File: config.mk
export PLATFORM = sky130hd
export DESIGN_NAME = arq_receive_reorder_window_top
export DESIGN_NICKNAME = d
export VERILOG_FILES = /design/src/hw/rtl/arqrw_pkg.sv /design/src/hw/rtl/arq_receive_reorder_window_top.sv /design/src/hw/rtl/arqrw_ctrl.sv /design/src/hw/rtl/arqrw_dpath.sv
export VERILOG_INCLUDE_DIRS = /design/src /design/src/hw/rtl
export SDC_FILE = /design/constraint.sdc
export NUM_CORES = 1
export LEC_CHECK = 0
export BUFFER_PORTS_ARGS = -buffer_cell sky130_fd_sc_hd__buf_2
export CAP_MARGIN = 30
export CORE_MARGIN = 2
export CORE_UTILIZATION = 60
export CTS_BUF_LIST = sky130_fd_sc_hd__clkbuf_2 sky130_fd_sc_hd__clkbuf_4 sky130_fd_sc_hd__clkbuf_8
export CTS_CLUSTER_DIAMETER = 120
export DETAILED_ROUTE_END_ITERATION = 6
export HOLD_SLACK_MARGIN = 0.02
export PLACE_DENSITY = 0.9
export SYNTH_ARGS = -nofsm -noshare
export SYNTH_HDL_FRONTEND = slang
export SYNTH_SLANG_ARGS = --single-unit
File: constraint.sdc
create_clock -name i_clk -period 9.7 [get_ports i_clk]
set_clock_uncertainty 0.1 [all_clocks]
set_input_delay 0.485 -clock i_clk [delete_from_list [all_inputs] [get_ports i_clk]]
set_output_delay 0.485 -clock i_clk [all_outputs]
set_load 0.005 [all_outputs]
File: src/hw/rtl/arq_receive_reorder_window_top_defines.svh
// Assertion helpers shared by the receive reorder window modules.
// Each macro expects i_clk and i_rst_n in scope.
`ifndef ARQ_RECEIVE_REORDER_WINDOW_TOP_DEFINES_SVH
`define ARQ_RECEIVE_REORDER_WINDOW_TOP_DEFINES_SVH

// Same-cycle implication.
`define ARQRW_ASSERT_NOW(name, ante, cons) \
    name: assert property (@(posedge i_clk) disable iff (!i_rst_n) (ante) |-> (cons)) \
        else $error("arqrw: same-cycle check failed");

// Next-cycle implication.
`define ARQRW_ASSERT_NEXT(name, ante, cons) \
    name: assert property (@(posedge i_clk) disable iff (!i_rst_n) (ante) |=> (cons)) \
        else $error("arqrw: next-cycle check failed");

`endif

File: src/hw/rtl/arqrw_pkg.sv
package arqrw_pkg;

    localparam int OUT_SEQ_W = 16;
    localparam int GAP_W     = 16;
    localparam int CFG_IDX_W = 1;
    localparam int CFG_DAT_W = 6;
    localparam logic [GAP_W-1:0] GAP_SAT = 16'hFFFF;

    localparam logic [CFG_IDX_W-1:0] CFG_ARQ_ENABLE = 1'd0;
    localparam logic [CFG_IDX_W-1:0] CFG_RX_WINDOW  = 1'd1;

    localparam logic [CFG_DAT_W-1:0] RX_WINDOW_RESET = 6'd1;

    typedef enum logic [1:0] {
        KIND_DELIVER = 2'd0,
        KIND_ACK     = 2'd1,
        KIND_DROP    = 2'd2
    } t_kind;

    typedef enum logic [1:0] {
        VERDICT_NEW    = 2'd0,
        VERDICT_DUP    = 2'd1,
        VERDICT_BEYOND = 2'd2
    } t_verdict;

    typedef enum logic [2:0] {
        ST_IDLE,
        ST_CLASSIFY,
        ST_DRAIN,
        ST_ACK,
        ST_DROP,
        ST_WALK,
        ST_TAIL
    } t_state;

    typedef enum logic [2:0] {
        DP_NOP,
        DP_LOAD,
        DP_CLASSIFY,
        DP_DRAIN,
        DP_ACK,
        DP_DROP,
        DP_WALK,
        DP_TAIL
    } t_dp_op;

    typedef struct packed {
        t_dp_op op;
        logic   emit_last;
    } t_dp_cmd;

    typedef struct packed {
        logic     out_free;
        logic     arq_on;
        logic     seq_old;
        t_verdict verdict_now;
        t_verdict verdict_q;
        logic     head_held;
        logic     walk_last;
        logic     walk_tail;
    } t_dp_sts;

endpackage

File: src/hw/rtl/arq_receive_reorder_window_top.sv
// Flow: a packet is registered on acceptance and classified; its results are then registered
// in order, and output back-pressure holds the sequence until each result is taken.
// Windowed mode gives up to WINDOW_MAX + 1 results: deliveries, an ACK, a drop if not new.
// Plain mode gives one drop, or scans the window offsets in order up to the last held number
// and delivers them merged with the received number; a new packet is taken only when idle.
// Reset: controller idle, next expected number 1, held bitmap clear, ARQ on, window 1.
module arq_receive_reorder_window_top #(
    parameter int WINDOW_MAX = 32,
    parameter int SEQ_WIDTH  = 16
) (
    input  logic                            i_clk,
    input  logic                            i_rst_n,
    input  logic                            i_cfg_we,
    input  logic [arqrw_pkg::CFG_IDX_W-1:0] i_cfg_addr,
    input  logic [arqrw_pkg::CFG_DAT_W-1:0] i_cfg_wdata,
    input  logic                            i_in_valid,
    output logic                            o_in_ready,
    input  logic [SEQ_WIDTH-1:0]            i_seq_num,
    output logic                            o_out_valid,
    input  logic                            i_out_ready,
    output logic [1:0]                      o_kind,
    output logic [arqrw_pkg::OUT_SEQ_W-1:0] o_out_seq,
    output logic [1:0]                      o_verdict,
    output logic [arqrw_pkg::GAP_W-1:0]     o_lost_gap,
    output logic                            o_last
);

    arqrw_pkg::t_dp_cmd cmd;
    arqrw_pkg::t_dp_sts sts;

    arqrw_ctrl u_ctrl (
        .i_clk      (i_clk),
        .i_rst_n    (i_rst_n),
        .i_in_valid (i_in_valid),
        .o_in_ready (o_in_ready),
        .i_sts      (sts),
        .o_cmd      (cmd)
    );

    arqrw_dpath #(
        .WINDOW_MAX (WINDOW_MAX),
        .SEQ_WIDTH  (SEQ_WIDTH)
    ) u_dpath (
        .i_clk       (i_clk),
        .i_rst_n     (i_rst_n),
        .i_cfg_we    (i_cfg_we),
        .i_cfg_addr  (i_cfg_addr),
        .i_cfg_wdata (i_cfg_wdata),
        .i_seq_num   (i_seq_num),
        .i_cmd       (cmd),
        .o_sts       (sts),
        .i_out_ready (i_out_ready),
        .o_out_valid (o_out_valid),
        .o_kind      (o_kind),
        .o_out_seq   (o_out_seq),
        .o_verdict   (o_verdict),
        .o_lost_gap  (o_lost_gap),
        .o_last      (o_last)
    );

endmodule

File: src/hw/rtl/arqrw_ctrl.sv
`include "arq_receive_reorder_window_top_defines.svh"

module arqrw_ctrl (
    input  logic               i_clk,
    input  logic               i_rst_n,
    input  logic               i_in_valid,
    output logic               o_in_ready,
    input  arqrw_pkg::t_dp_sts i_sts,
    output arqrw_pkg::t_dp_cmd o_cmd
);

    arqrw_pkg::t_state r_state;
    arqrw_pkg::t_state n_state;

    always_ff @(posedge i_clk) begin
        if (!i_rst_n) begin
            r_state <= arqrw_pkg::ST_IDLE;
        end else begin
            r_state <= n_state;
        end
    end

    always_comb begin
        n_state = r_state;
        unique case (r_state)
            arqrw_pkg::ST_IDLE: begin
                if (i_in_valid) begin
                    n_state = arqrw_pkg::ST_CLASSIFY;
                end
            end
            arqrw_pkg::ST_CLASSIFY: begin
                if (!i_sts.arq_on) begin
                    n_state = i_sts.seq_old ? arqrw_pkg::ST_DROP : arqrw_pkg::ST_WALK;
                end else if (i_sts.verdict_now == arqrw_pkg::VERDICT_NEW) begin
                    n_state = arqrw_pkg::ST_DRAIN;
                end else begin
                    n_state = arqrw_pkg::ST_ACK;
                end
            end
            arqrw_pkg::ST_DRAIN: begin
                // the closing ACK of a new packet ends the item
                if (i_sts.out_free && !i_sts.head_held) begin
                    n_state = arqrw_pkg::ST_IDLE;
                end
            end
            arqrw_pkg::ST_ACK: begin
                if (i_sts.out_free) begin
                    n_state = arqrw_pkg::ST_DROP;
                end
            end
            arqrw_pkg::ST_DROP: begin
                if (i_sts.out_free) begin
                    n_state = arqrw_pkg::ST_IDLE;
                end
            end
            arqrw_pkg::ST_WALK: begin
                if (i_sts.out_free) begin
                    if (i_sts.walk_last) begin
                        n_state = arqrw_pkg::ST_IDLE;
                    end else if (i_sts.walk_tail) begin
                        n_state = arqrw_pkg::ST_TAIL;
                    end
                end
            end
            arqrw_pkg::ST_TAIL: begin
                if (i_sts.out_free) begin
                    n_state = arqrw_pkg::ST_IDLE;
                end
            end
            default: n_state = arqrw_pkg::ST_IDLE;
        endcase
    end

    always_comb begin
        o_in_ready      = 1'b0;
        o_cmd.op        = arqrw_pkg::DP_NOP;
        o_cmd.emit_last = 1'b0;
        unique case (r_state)
            arqrw_pkg::ST_IDLE: begin
                o_in_ready = 1'b1;
                if (i_in_valid) begin
                    o_cmd.op = arqrw_pkg::DP_LOAD;
                end
            end
            arqrw_pkg::ST_CLASSIFY: begin
                o_cmd.op = arqrw_pkg::DP_CLASSIFY;
            end
            arqrw_pkg::ST_DRAIN: begin
                if (i_sts.out_free) begin
                    if (i_sts.head_held) begin
                        o_cmd.op = arqrw_pkg::DP_DRAIN;
                    end else begin
                        o_cmd.op        = arqrw_pkg::DP_ACK;
                        o_cmd.emit_last = 1'b1;
                    end
                end
            end
            arqrw_pkg::ST_ACK: begin
                if (i_sts.out_free) begin
                    o_cmd.op = arqrw_pkg::DP_ACK;
                end
            end
            arqrw_pkg::ST_DROP: begin
                if (i_sts.out_free) begin
                    o_cmd.op        = arqrw_pkg::DP_DROP;
                    o_cmd.emit_last = 1'b1;
                end
            end
            arqrw_pkg::ST_WALK: begin
                if (i_sts.out_free) begin
                    o_cmd.op        = arqrw_pkg::DP_WALK;
                    o_cmd.emit_last = i_sts.walk_last;
                end
            end
            arqrw_pkg::ST_TAIL: begin
                if (i_sts.out_free) begin
                    o_cmd.op        = arqrw_pkg::DP_TAIL;
                    o_cmd.emit_last = 1'b1;
                end
            end
            default: begin
                o_in_ready = 1'b0;
            end
        endcase
    end

    // a fully drained window never leaves the expected number held
    `ARQRW_ASSERT_NOW(a_head_clear_idle, r_state == arqrw_pkg::ST_IDLE, !i_sts.head_held)
    `ARQRW_ASSERT_NOW(a_walk_end_excl, r_state == arqrw_pkg::ST_WALK, !(i_sts.walk_last && i_sts.walk_tail))

endmodule

File: src/hw/rtl/arqrw_dpath.sv
`include "arq_receive_reorder_window_top_defines.svh"

module arqrw_dpath #(
    parameter int WINDOW_MAX = 32,
    parameter int SEQ_WIDTH  = 16
) (
    input  logic                                i_clk,
    input  logic                                i_rst_n,
    input  logic                                i_cfg_we,
    input  logic [arqrw_pkg::CFG_IDX_W-1:0]     i_cfg_addr,
    input  logic [arqrw_pkg::CFG_DAT_W-1:0]     i_cfg_wdata,
    input  logic [SEQ_WIDTH-1:0]                i_seq_num,
    input  arqrw_pkg::t_dp_cmd                  i_cmd,
    output arqrw_pkg::t_dp_sts                  o_sts,
    input  logic                                i_out_ready,
    output logic                                o_out_valid,
    output logic [1:0]                          o_kind,
    output logic [arqrw_pkg::OUT_SEQ_W-1:0]     o_out_seq,
    output logic [1:0]                          o_verdict,
    output logic [arqrw_pkg::GAP_W-1:0]         o_lost_gap,
    output logic                                o_last
);

    localparam int OFF_W = (WINDOW_MAX > 1) ? $clog2(WINDOW_MAX) : 1;
    localparam logic [arqrw_pkg::CFG_DAT_W-1:0] WIN_CAP = arqrw_pkg::CFG_DAT_W'(WINDOW_MAX);

    // configuration
    logic                              r_arq_en;
    logic [arqrw_pkg::CFG_DAT_W-1:0]   r_rx_win;

    // window state
    logic [SEQ_WIDTH-1:0]  r_ne;
    logic [WINDOW_MAX-1:0] r_map;

    // per-item working registers
    logic [SEQ_WIDTH-1:0]  r_seq;
    arqrw_pkg::t_verdict   r_verdict;
    logic [OFF_W-1:0]      r_off;
    logic                  r_done;
    logic [SEQ_WIDTH:0]    r_cur;

    // output stage
    logic                           r_out_valid;
    arqrw_pkg::t_kind               r_kind;
    logic [arqrw_pkg::OUT_SEQ_W-1:0] r_out_seq;
    arqrw_pkg::t_verdict            r_out_verdict;
    logic [arqrw_pkg::GAP_W-1:0]    r_gap;
    logic                           r_last;

    logic [arqrw_pkg::CFG_DAT_W-1:0] win_eff;
    logic [SEQ_WIDTH-1:0]  seq_dist;
    logic [OFF_W-1:0]      dist_idx;
    logic                  seq_old;
    arqrw_pkg::t_verdict   verdict_now;
    logic                  out_free;

    logic                  hit_seq;
    logic                  walk_emit;
    logic                  done_nx;
    logic [WINDOW_MAX-1:0] map_rest;
    logic                  rest_zero;
    logic [SEQ_WIDTH:0]    walk_addr;
    logic [SEQ_WIDTH:0]    tail_addr;
    logic [SEQ_WIDTH:0]    dlv_addr;
    logic [SEQ_WIDTH:0]    dlv_next;
    logic [SEQ_WIDTH:0]    gap_raw;
    logic [SEQ_WIDTH+16:0] gap_ext;
    logic [arqrw_pkg::GAP_W-1:0] gap_sat;
    logic [SEQ_WIDTH+15:0] dlv_ext;
    logic [SEQ_WIDTH+15:0] ne_ext;
    logic [SEQ_WIDTH+15:0] seq_ext;
    logic                  emit;

    assign win_eff  = (r_rx_win > WIN_CAP) ? WIN_CAP : r_rx_win;
    assign seq_old  = (r_seq < r_ne);
    assign seq_dist = r_seq - r_ne;
    assign dist_idx = seq_dist[OFF_W-1:0];

    always_comb begin
        if (seq_old) begin
            verdict_now = arqrw_pkg::VERDICT_DUP;
        end else if (seq_dist >= SEQ_WIDTH'(win_eff)) begin
            verdict_now = arqrw_pkg::VERDICT_BEYOND;
        end else if (r_map[dist_idx]) begin
            verdict_now = arqrw_pkg::VERDICT_DUP;
        end else begin
            verdict_now = arqrw_pkg::VERDICT_NEW;
        end
    end

    // plain-mode scan: one window offset per step
    assign hit_seq   = !r_done && (seq_dist == SEQ_WIDTH'(r_off));
    assign walk_emit = hit_seq || r_map[0];
    assign done_nx   = r_done || hit_seq;
    assign map_rest  = r_map >> 1;
    assign rest_zero = (map_rest == '0);
    assign walk_addr = {1'b0, r_ne} + (SEQ_WIDTH+1)'(r_off);
    assign tail_addr = {1'b0, r_seq};
    assign dlv_addr  = (i_cmd.op == arqrw_pkg::DP_TAIL) ? tail_addr : walk_addr;
    assign dlv_next  = dlv_addr + (SEQ_WIDTH+1)'(1);
    assign gap_raw   = dlv_addr - r_cur;
    assign gap_ext   = {16'b0, gap_raw};
    assign gap_sat   = (|gap_ext[SEQ_WIDTH+16:16]) ? arqrw_pkg::GAP_SAT : gap_ext[15:0];
    assign dlv_ext   = {16'b0, dlv_addr[SEQ_WIDTH-1:0]};
    assign ne_ext    = {16'b0, r_ne};
    assign seq_ext   = {16'b0, r_seq};

    assign out_free = !r_out_valid || i_out_ready;

    always_comb begin
        case (i_cmd.op)
            arqrw_pkg::DP_DRAIN, arqrw_pkg::DP_ACK, arqrw_pkg::DP_DROP,
            arqrw_pkg::DP_TAIL: emit = 1'b1;
            arqrw_pkg::DP_WALK: emit = walk_emit;
            default:            emit = 1'b0;
        endcase
    end

    assign o_sts.out_free    = out_free;
    assign o_sts.arq_on      = r_arq_en;
    assign o_sts.seq_old     = seq_old;
    assign o_sts.verdict_now = verdict_now;
    assign o_sts.verdict_q   = r_verdict;
    assign o_sts.head_held   = r_map[0];
    assign o_sts.walk_last   = rest_zero && done_nx;
    assign o_sts.walk_tail   = rest_zero && !done_nx;

    always_ff @(posedge i_clk) begin
        if (!i_rst_n) begin
            r_arq_en <= 1'b1;
            r_rx_win <= arqrw_pkg::RX_WINDOW_RESET;
        end else if (i_cfg_we) begin
            unique case (i_cfg_addr)
                arqrw_pkg::CFG_ARQ_ENABLE: r_arq_en <= i_cfg_wdata[0];
                arqrw_pkg::CFG_RX_WINDOW:  r_rx_win <= i_cfg_wdata;
                default: ;
            endcase
        end
    end

    always_ff @(posedge i_clk) begin
        if (!i_rst_n) begin
            r_ne  <= SEQ_WIDTH'(1);
            r_map <= '0;
        end else begin
            case (i_cmd.op)
                arqrw_pkg::DP_CLASSIFY: begin
                    if (r_arq_en && verdict_now == arqrw_pkg::VERDICT_NEW) begin
                        r_map[dist_idx] <= 1'b1;
                    end
                end
                arqrw_pkg::DP_DRAIN: begin
                    // advance past the delivered head
                    r_ne  <= r_ne + SEQ_WIDTH'(1);
                    r_map <= map_rest;
                end
                arqrw_pkg::DP_WALK: begin
                    r_map <= map_rest;
                    if (rest_zero && done_nx) begin
                        r_ne <= dlv_next[SEQ_WIDTH-1:0];
                    end
                end
                arqrw_pkg::DP_TAIL: begin
                    r_ne <= dlv_next[SEQ_WIDTH-1:0];
                end
                default: ;
            endcase
        end
    end

    always_ff @(posedge i_clk) begin
        case (i_cmd.op)
            arqrw_pkg::DP_LOAD: begin
                r_seq <= i_seq_num;
            end
            arqrw_pkg::DP_CLASSIFY: begin
                r_verdict <= verdict_now;
                r_off     <= '0;
                r_done    <= 1'b0;
                r_cur     <= {1'b0, r_ne};
            end
            arqrw_pkg::DP_WALK: begin
                r_off  <= r_off + OFF_W'(1);
                r_done <= done_nx;
                if (walk_emit) begin
                    r_cur <= dlv_next;
                end
            end
            default: ;
        endcase
    end

    always_ff @(posedge i_clk) begin
        if (!i_rst_n) begin
            r_out_valid <= 1'b0;
        end else if (emit) begin
            r_out_valid <= 1'b1;
        end else if (i_out_ready) begin
            r_out_valid <= 1'b0;
        end
    end

    always_ff @(posedge i_clk) begin
        if (emit) begin
            r_last <= i_cmd.emit_last;
            case (i_cmd.op)
                arqrw_pkg::DP_DRAIN: begin
                    r_kind        <= arqrw_pkg::KIND_DELIVER;
                    r_out_seq     <= ne_ext[15:0];
                    r_out_verdict <= arqrw_pkg::VERDICT_NEW;
                    r_gap         <= '0;
                end
                arqrw_pkg::DP_ACK: begin
                    r_kind        <= arqrw_pkg::KIND_ACK;
                    r_out_seq     <= ne_ext[15:0];
                    r_out_verdict <= r_verdict;
                    r_gap         <= '0;
                end
                arqrw_pkg::DP_DROP: begin
                    r_kind        <= arqrw_pkg::KIND_DROP;
                    r_out_seq     <= seq_ext[15:0];
                    r_out_verdict <= r_verdict;
                    r_gap         <= '0;
                end
                default: begin
                    r_kind        <= arqrw_pkg::KIND_DELIVER;
                    r_out_seq     <= dlv_ext[15:0];
                    r_out_verdict <= arqrw_pkg::VERDICT_NEW;
                    r_gap         <= gap_sat;
                end
            endcase
        end
    end

    assign o_out_valid = r_out_valid;
    assign o_kind      = r_kind;
    assign o_out_seq   = r_out_seq;
    assign o_verdict   = r_out_verdict;
    assign o_lost_gap  = r_gap;
    assign o_last      = r_last;

    `ARQRW_ASSERT_NOW(a_no_overwrite, r_out_valid && !i_out_ready, !emit)
    `ARQRW_ASSERT_NEXT(a_drain_advance, i_cmd.op == arqrw_pkg::DP_DRAIN, r_ne == $past(r_ne) + SEQ_WIDTH'(1))
    `ARQRW_ASSERT_NOW(a_tail_pending, i_cmd.op == arqrw_pkg::DP_TAIL, !r_done && (r_map == '0))

endmodule

=== Word-level counts from Yosys, hierarchy flattened ===
Index checks and enable logic that the tools add are counted.

* Bitwise logic cells: 2
* $add $sub $neg: 6
* Muxes and demuxes: 45
* Equal/unequal tests: 23
* $lt $le $gt $ge: 5
* Reduce and logical (&&, ||, !) cells: 32

{| class="wikitable"
|+ Operator list
! cell !! number
|-
| $pmux W32 S2 || 1
|-
| $pmux W16 S3 || 1
|-
| $mux W17 || 2
|-
| $pmux W17 S2 || 1
|-
| $logic_not A32 Y1 || 1
|-
| $mux W16 || 2
|-
| $mux W32 || 1
|-
| $or A32 B32 Y32 || 1
|-
| $pmux W16 S2 || 1
|-
| $mux W3 || 10
|-
| $eq A3 B3 Y1 const B || 7
|-
| $pmux W3 S7 || 1
|-
| $pmux W3 S6 || 1
|-
| $add A16 B5 Y17 || 1
|-
| $add A17 B1 Y17 const B || 1
|-
| $sub A17 B17 Y17 || 1
|-
| $add A16 B1 Y16 const B || 1
|-
| $eq A16 B5 Y1 || 1
|-
| $ge A16 B6 Y1 || 1
|-
| $lt A16 B16 Y1 || 1
|-
| $mux W4 || 4
|-
| $sub A16 B16 Y16 || 1
|-
| $eq A3 B2 Y1 const B || 4
|-
| $ne A2 B1 Y1 const B || 6
|-
| other kinds (29) || 61
|}

* Register bits: 137
* Output and inout port bits: 39
* Word-level logic and storage cells: 129
* Input port bits: 28

=== Depth between registers and ports, before layout ===
* Word-level depth: 12
* Mapped depth: 20
* Mapped depth without buffers: 19

=== Hierarchy ===
From an unflattened synthesis, not the netlist that was laid out.

* Cell total of the unflattened synthesis: 1118
* Area, all modules: 9862.0 sq um

{| class="wikitable"
|+ Modules (own cells, without submodules)
! module !! instances !! sequential area each (sq um) !! cells an instance !! area an instance (sq um)
|-
| arqrw_dpath || 1 || 3463.3 || 1067 || 9512.9
|-
| arqrw_ctrl || 1 || 60.1 || 51 || 349.1
|}

=== Worst setup path after synthesis ===
OpenSTA, ideal clock, no wires.

* Path type: reg2reg
* Start point: reg u_dpath.r_off[2]
* End point: reg u_dpath.r_gap (netlist bit u_dpath.o_lost_gap[10]), data pin
* Arrival time: 4.094 ns
* Required time: 9.330 ns
* Clock period less this slack: 4.464 ns
* Buffers on the path: 1
* Path slack: 5.236 ns
* Setup time: 0.270 ns
* Stages on the path, launching flop included: 18
* Path through: edfxtp_1 > ha_1 > and3_1 > a2111o_1 > xnor2_1 > mux2i_2 > inv_1 > ha_1 > or2_2 > a21oi_1 > nor3_1 > nor2_1 > a21oi_1 > a31oi_1 > o21ai_0 > xnor2_1 > buf_2 > a21oi_1

* Cells in the longest elaborated chain, start to end: 4

{| class="wikitable"
|+ RTL lines
! element !! RTL line !! source
|-
| from (decl) || arqrw_dpath.sv:38 || <nowiki>logic [OFF_W-1:0] r_off;</nowiki>
|-
| from (signal assigned) || arqrw_dpath.sv:183 || <nowiki>r_off <= r_off + OFF_W'(1);</nowiki>
|-
| $add A16 B5 Y17 || arqrw_dpath.sv:97 || <nowiki>assign walk_addr = {1'b0, r_ne} + (SEQ_WIDTH+1)'(r_off);</nowiki>
|-
| $mux W17 || arqrw_dpath.sv:99 || <nowiki>assign dlv_addr = (i_cmd.op == arqrw_pkg::DP_TAIL) ? tail_addr : walk_addr;</nowiki>
|-
| $sub A17 B17 Y17 || arqrw_dpath.sv:101 || <nowiki>assign gap_raw = dlv_addr - r_cur;</nowiki>
|-
| $mux W16 || arqrw_dpath.sv:103 || <nowiki>assign gap_sat = (|gap_ext[SEQ_WIDTH+16:16]) ? arqrw_pkg::GAP_SAT : gap_ext[15:0];</nowiki>
|-
| to (signal assigned) || arqrw_dpath.sv:229 || <nowiki>r_gap <= gap_sat;</nowiki>
|-
| to (decl) || arqrw_dpath.sv:47 || <nowiki>logic [arqrw_pkg::GAP_W-1:0] r_gap;</nowiki>
|}

Every way passes these cells.
A chain may end at the register's enable or synchronous reset.

=== Worst setup path after layout ===
* Start point: reg u_ctrl.r_state[2]
* End point: reg u_dpath.r_gap (netlist bit u_dpath.o_lost_gap[1]), data pin

* Cells in the longest elaborated chain, start to end: 6
* Elaborated cells on any way between the ends: 16
* Classes of those cells: 1 x add/sub; 10 x eq/ne; 3 x mux; 2 x reduce/logical

{| class="wikitable"
|+ RTL lines
! element !! RTL line !! source
|-
| from (decl) || arqrw_ctrl.sv:12 || <nowiki>arqrw_pkg::t_state r_state;</nowiki>
|-
| from (signal assigned) || arqrw_ctrl.sv:17 || <nowiki>r_state <= arqrw_pkg::ST_IDLE;</nowiki>
|-
| from (signal assigned) || arqrw_ctrl.sv:19 || <nowiki>r_state <= n_state;</nowiki>
|-
| $eq A3 B3 Y1 (tied with other cells) || arqrw_ctrl.sv:78 || <nowiki>unique case (r_state)</nowiki>
|-
| $pmux W3 S7 (*) || arqrw_ctrl.sv:78 ||
|-
| $eq A3 B3 Y1 || arqrw_dpath.sv:99 ||
|-
| $mux W17 || arqrw_dpath.sv:99 ||
|-
| $sub A17 B17 Y17 || arqrw_dpath.sv:101 ||
|-
| $mux W16 || arqrw_dpath.sv:103 ||
|}

Mark *: on every way between the ends. The rest lies on a longest branch, timed or not.

==> results_dict.tcl <==
set metrics [dict create \
    cts-htree-levels 4 \
    first_global_vias 8140 \
    grt_setup_unrepaired "no" \
    crit_path_cell_trace "inv_2, nor3_4, nor2_1, a22oi_2, inv_1, ha_1, o21ai_0, nor2_1, nor4_1, nor3_1, nor2_1, a21oi_1, a31oi_1, o21ai_0, xnor2_1, buf_4, a21oi_1" \
    fin_crit_period_ns 4.92 \
    post-dp-hpwl_um 17300 \
    rr_worst_depth 17 \
    resized_cells_post_cts 0 \
    share_comb_of_total_power_pct 26.4 \
    met3_wirelength_um 2670 \
    status "complete, no violations" \
    finalNetCount 1191 \
    cpMaxStageDelayCell "dfxtp_1" \
    setup_viol_count_final 0 \
    initial_core_util_pct 61.5 \
    tritoncts_num_sinks 137 \
    crit_path_start_kind "flip-flop" \
    synth_enable_flop_cells 78 \
    wl_met1_um 9770 \
    ctsLongestPathBuffers 2 \
    critPathKind "reg2reg" \
    fin_worst_hold_slack_ns 0.0820 \
    gp_congestion 0.941 \
    first_pass_grt_wire_length_um 40600 \
    route.antenna.remaining_nets 0 \
    leakage_power_nw 3.88 \
    average_footprint_of_a_synthesized_cell_um2 8.72 \
    placement_rows 45 \
    synthesis.nets 1153 \
    clk_pin_slew_ns 0.08 \
    root_buffer "clkbuf_8" \
    design_power_total_mw 1.69 \
    top_level_ports 67 \
    ys_warn_count 0 \
    timing.fmax_mhz 203 \
    hold_violations 0 \
    power_frac_seq_pct 42.5 \
    r2r-end "u_dpath.o_lost_gap[1]" \
    switching_power_mw 0.562 \
    port-buffer-count 66 \
    fin_crit_sh_pct 50.7 \
    worst_ep_arrival_time_ns 5.04 \
    timing_worst_slew_pin_value_ns 1.03 \
    highest-signal-layer "met4" \
    ys_async_sr_fraction_pct 0 \
    cts_buffers 17 \
    setup.worst_path.end "u_dpath.o_lost_gap[1]" \
    place_area_mm2 0.00981 \
    globalRouteTotalUtil_pct 30.9 \
    die_height_um 129 \
    grt_start_max_net_pins 40 \
    p_sw_share_pct 33.3 \
    fillers 1189 \
    routed-wl-met2_um 11600 \
    share_of_final_layout_standard_cells_stronger_than_drive_strength_1_pct 15.1 \
    cp_data_required_time_ns 9.82 \
    design.core.area_mm2 0.0153 \
    inserted_diodes 0 \
    crit_path_max_fanout 19 \
    clk-insertion-delay-late_ns 0.48 \
    cap_viol_max_count 0 \
    dieWidth_um 129 \
    yosysUniqueCellTypes 92 \
    drt_wl_total_um 24900 \
    p_int_mw 1.12 \
    dr.pass1.iters 6 \
    startpoint "u_ctrl.r_state[2]" \
    max-vdd-ir-drop_mv 0.110 \
    mappedNetlistArea_mm2 0.00938 \
    floorplan.die_area_mm2 0.0167 \
    cts_setup_buffers 0 \
    timing.slew.headroom_pct 31.4 \
    finish.instance_area_mm2 0.0102 \
    delay_contributed_by_the_slowest_stage_of_the_critical_path_ns 0.73 \
    timing.setup.tns_ns 0 \
    post_drt_via_cell_ratio 6.44 \
    fin_ws_ns 4.78 \
    area_growth_syn_to_layout_pct 9.04 \
    drt_drc_violations_left 0 \
    ys_ff_latch 137 \
    antenna_found_initial 0 \
    layout.area.seq_mm2 0.00352 \
    crit_path_end_kind "flip-flop" \
    wl_per_cell_um 18.6 \
    dominantRegCellSynth "edfxtp_1" \
    setup.reg_to_reg.worst_slack_ns 4.78 \
    multi_input_logic_area_mm2 0.00534 \
    r2r_start "u_ctrl.r_state[2]" \
    share_clk_of_total_power_pct 31.1 \
    postSynthCellCount 1076 \
    grt-ovfl-total 0 \
    slew_violations 0 \
    tritoncts "yes" \
    worstHoldPathType "in2reg" \
    dp_worst_setup_slack_ns 4.90 \
    cts.hold.buffers_added 0 \
    synth.yosys.seq_area_share_pct 37.5 \
    crit_path_frequent_cell "nor2_1" \
    drtIter0Drc 1038 \
    vias 8622 \
    pwr_density_cell_mw_per_mm2 165 \
]
-- worst max-delay path: cells and delay by family, from the launching register on --
kind	cells	cell delay, ns
buffers and inverters	3	0.50
adders and majority gates	1	0.36
DFF	1	0.73
and+or+nand+nor	6	1.49
xor gates and xnor gates	1	0.20
AOI/OAI and AO/OA	6	1.25
-- metrics by stage --
| step | cells | util [%] |
|---|---|---|
| 2_1_floorplan | 1076 | - |
| 3_3_place_gp | 1304 | 64.2 |
| 3_5_place_dp | 1306 | 64.3 |
| 4_1_cts | 1338 | 67.1 |
| 5_1_grt | 1338 | 67.1 |
| 6_report | 1338 | 67.1 |
-- area by class of cell --
cell class,instances,area share [%]
Clock inverter,15,1.87
Sequential cell,137,34.4
Tap cell,211,2.58
Inverter,67,2.51
Clock buffer,17,2.29
Multi-Input combinational cell,813,52.2
Timing Repair Buffer,78,4.11
-- sequential cells by signal, indices dropped and copies added (netlist names), 5 cells and up --
name,count
u_dpath.r_ne,16
u_dpath.r_cur,17
u_dpath.o_out_seq,16
u_dpath.r_off,5
u_dpath.o_lost_gap,16
u_dpath.r_seq,16
u_dpath.r_rx_win,6
u_dpath.r_map,32
-- Yosys cell counts (12+ instances only) --
library cell  number  area share, %
nor2b_1           13           0.87
nand2_1          166            6.6
xnor2_1           37            3.5
a32o_1            13            1.4
ha_1              46            6.1
dfxtp_1           59             13
inv_1             62            2.5
nor4_1            12           0.80
and2_1            13           0.87
nor3_1            28            1.5
nand2b_1          18            1.2
xor2_1            17            1.6
a21oi_1           97            5.2
o21ai_1           12           0.64
edfxtp_1          78             25
o21ai_0           52            2.8
clkbuf_1          46            1.8
nor2_1            61            2.4
nand3_1           31            1.7
a31o_2            19            1.8
-- power by group through the flow --
stage	sequential, mW	combinational (mW)	clock [mW]
after floorplan	0.716	0.320	0
after detailed placement	0.727	0.432	0
final	0.716	0.445	0.525
after CTS	0.714	0.437	0.524
after global routing	0.721	0.494	0.548
after global placement	0.724	0.420	0
-- layout by cell type, fill, tap and decap left out, types with 13 or more instances in the layout --
| master | n |
|---|---|
| nand2_1 | 166 |
| a21oi_1 | 97 |
| edfxtp_1 | 78 |
| buf_2 | 66 |
| inv_1 | 62 |
| nor2_1 | 61 |
| dfxtp_1 | 59 |
| o21ai_0 | 52 |
| ha_1 | 46 |
| xnor2_1 | 37 |
| nand3_1 | 31 |
| nor3_1 | 27 |
| a31o_2 | 19 |
| nand2b_1 | 18 |
| xor2_1 | 17 |
| clkbuf_8 | 17 |
| nor2b_1 | 13 |
| and2_1 | 13 |
| a32o_1 | 13 |
-- worst min-delay path by stage --
stage               cells past startpoint                 from                   to
floorplan                               2  u_dpath.r_rx_win[0]  u_dpath.r_rx_win[0]
global placement                        2  u_dpath.r_rx_win[3]  u_dpath.r_rx_win[3]
detailed placement                      2  u_dpath.r_rx_win[3]  u_dpath.r_rx_win[3]
CTS                                     1         i_seq_num[4]     u_dpath.r_seq[4]
global route                            1         i_seq_num[0]     u_dpath.r_seq[0]
finish                                  1         i_seq_num[0]     u_dpath.r_seq[0]
-- layer usage --
metal  global-route usage [%]  up-vias
met2                     50.9      567
met1                     40.0     3968
met4                     12.1        0
li1                         -     3992
met5                        0        -
met3                     6.81       95
-- kinds of logic (layout without fill, tap and decap cells) --
group	count (synthesis)	in the layout	share of synthesized area (%)
simple gates	392	392	20.6
compound gates	300	300	21.6
flops	137	137	37.5
buf+inv	126	177	5.57
xor+xnor	56	56	5.39
fa+ha+maj	49	49	6.77
mux	16	16	2.44
(Power assumes the default switching activity.)
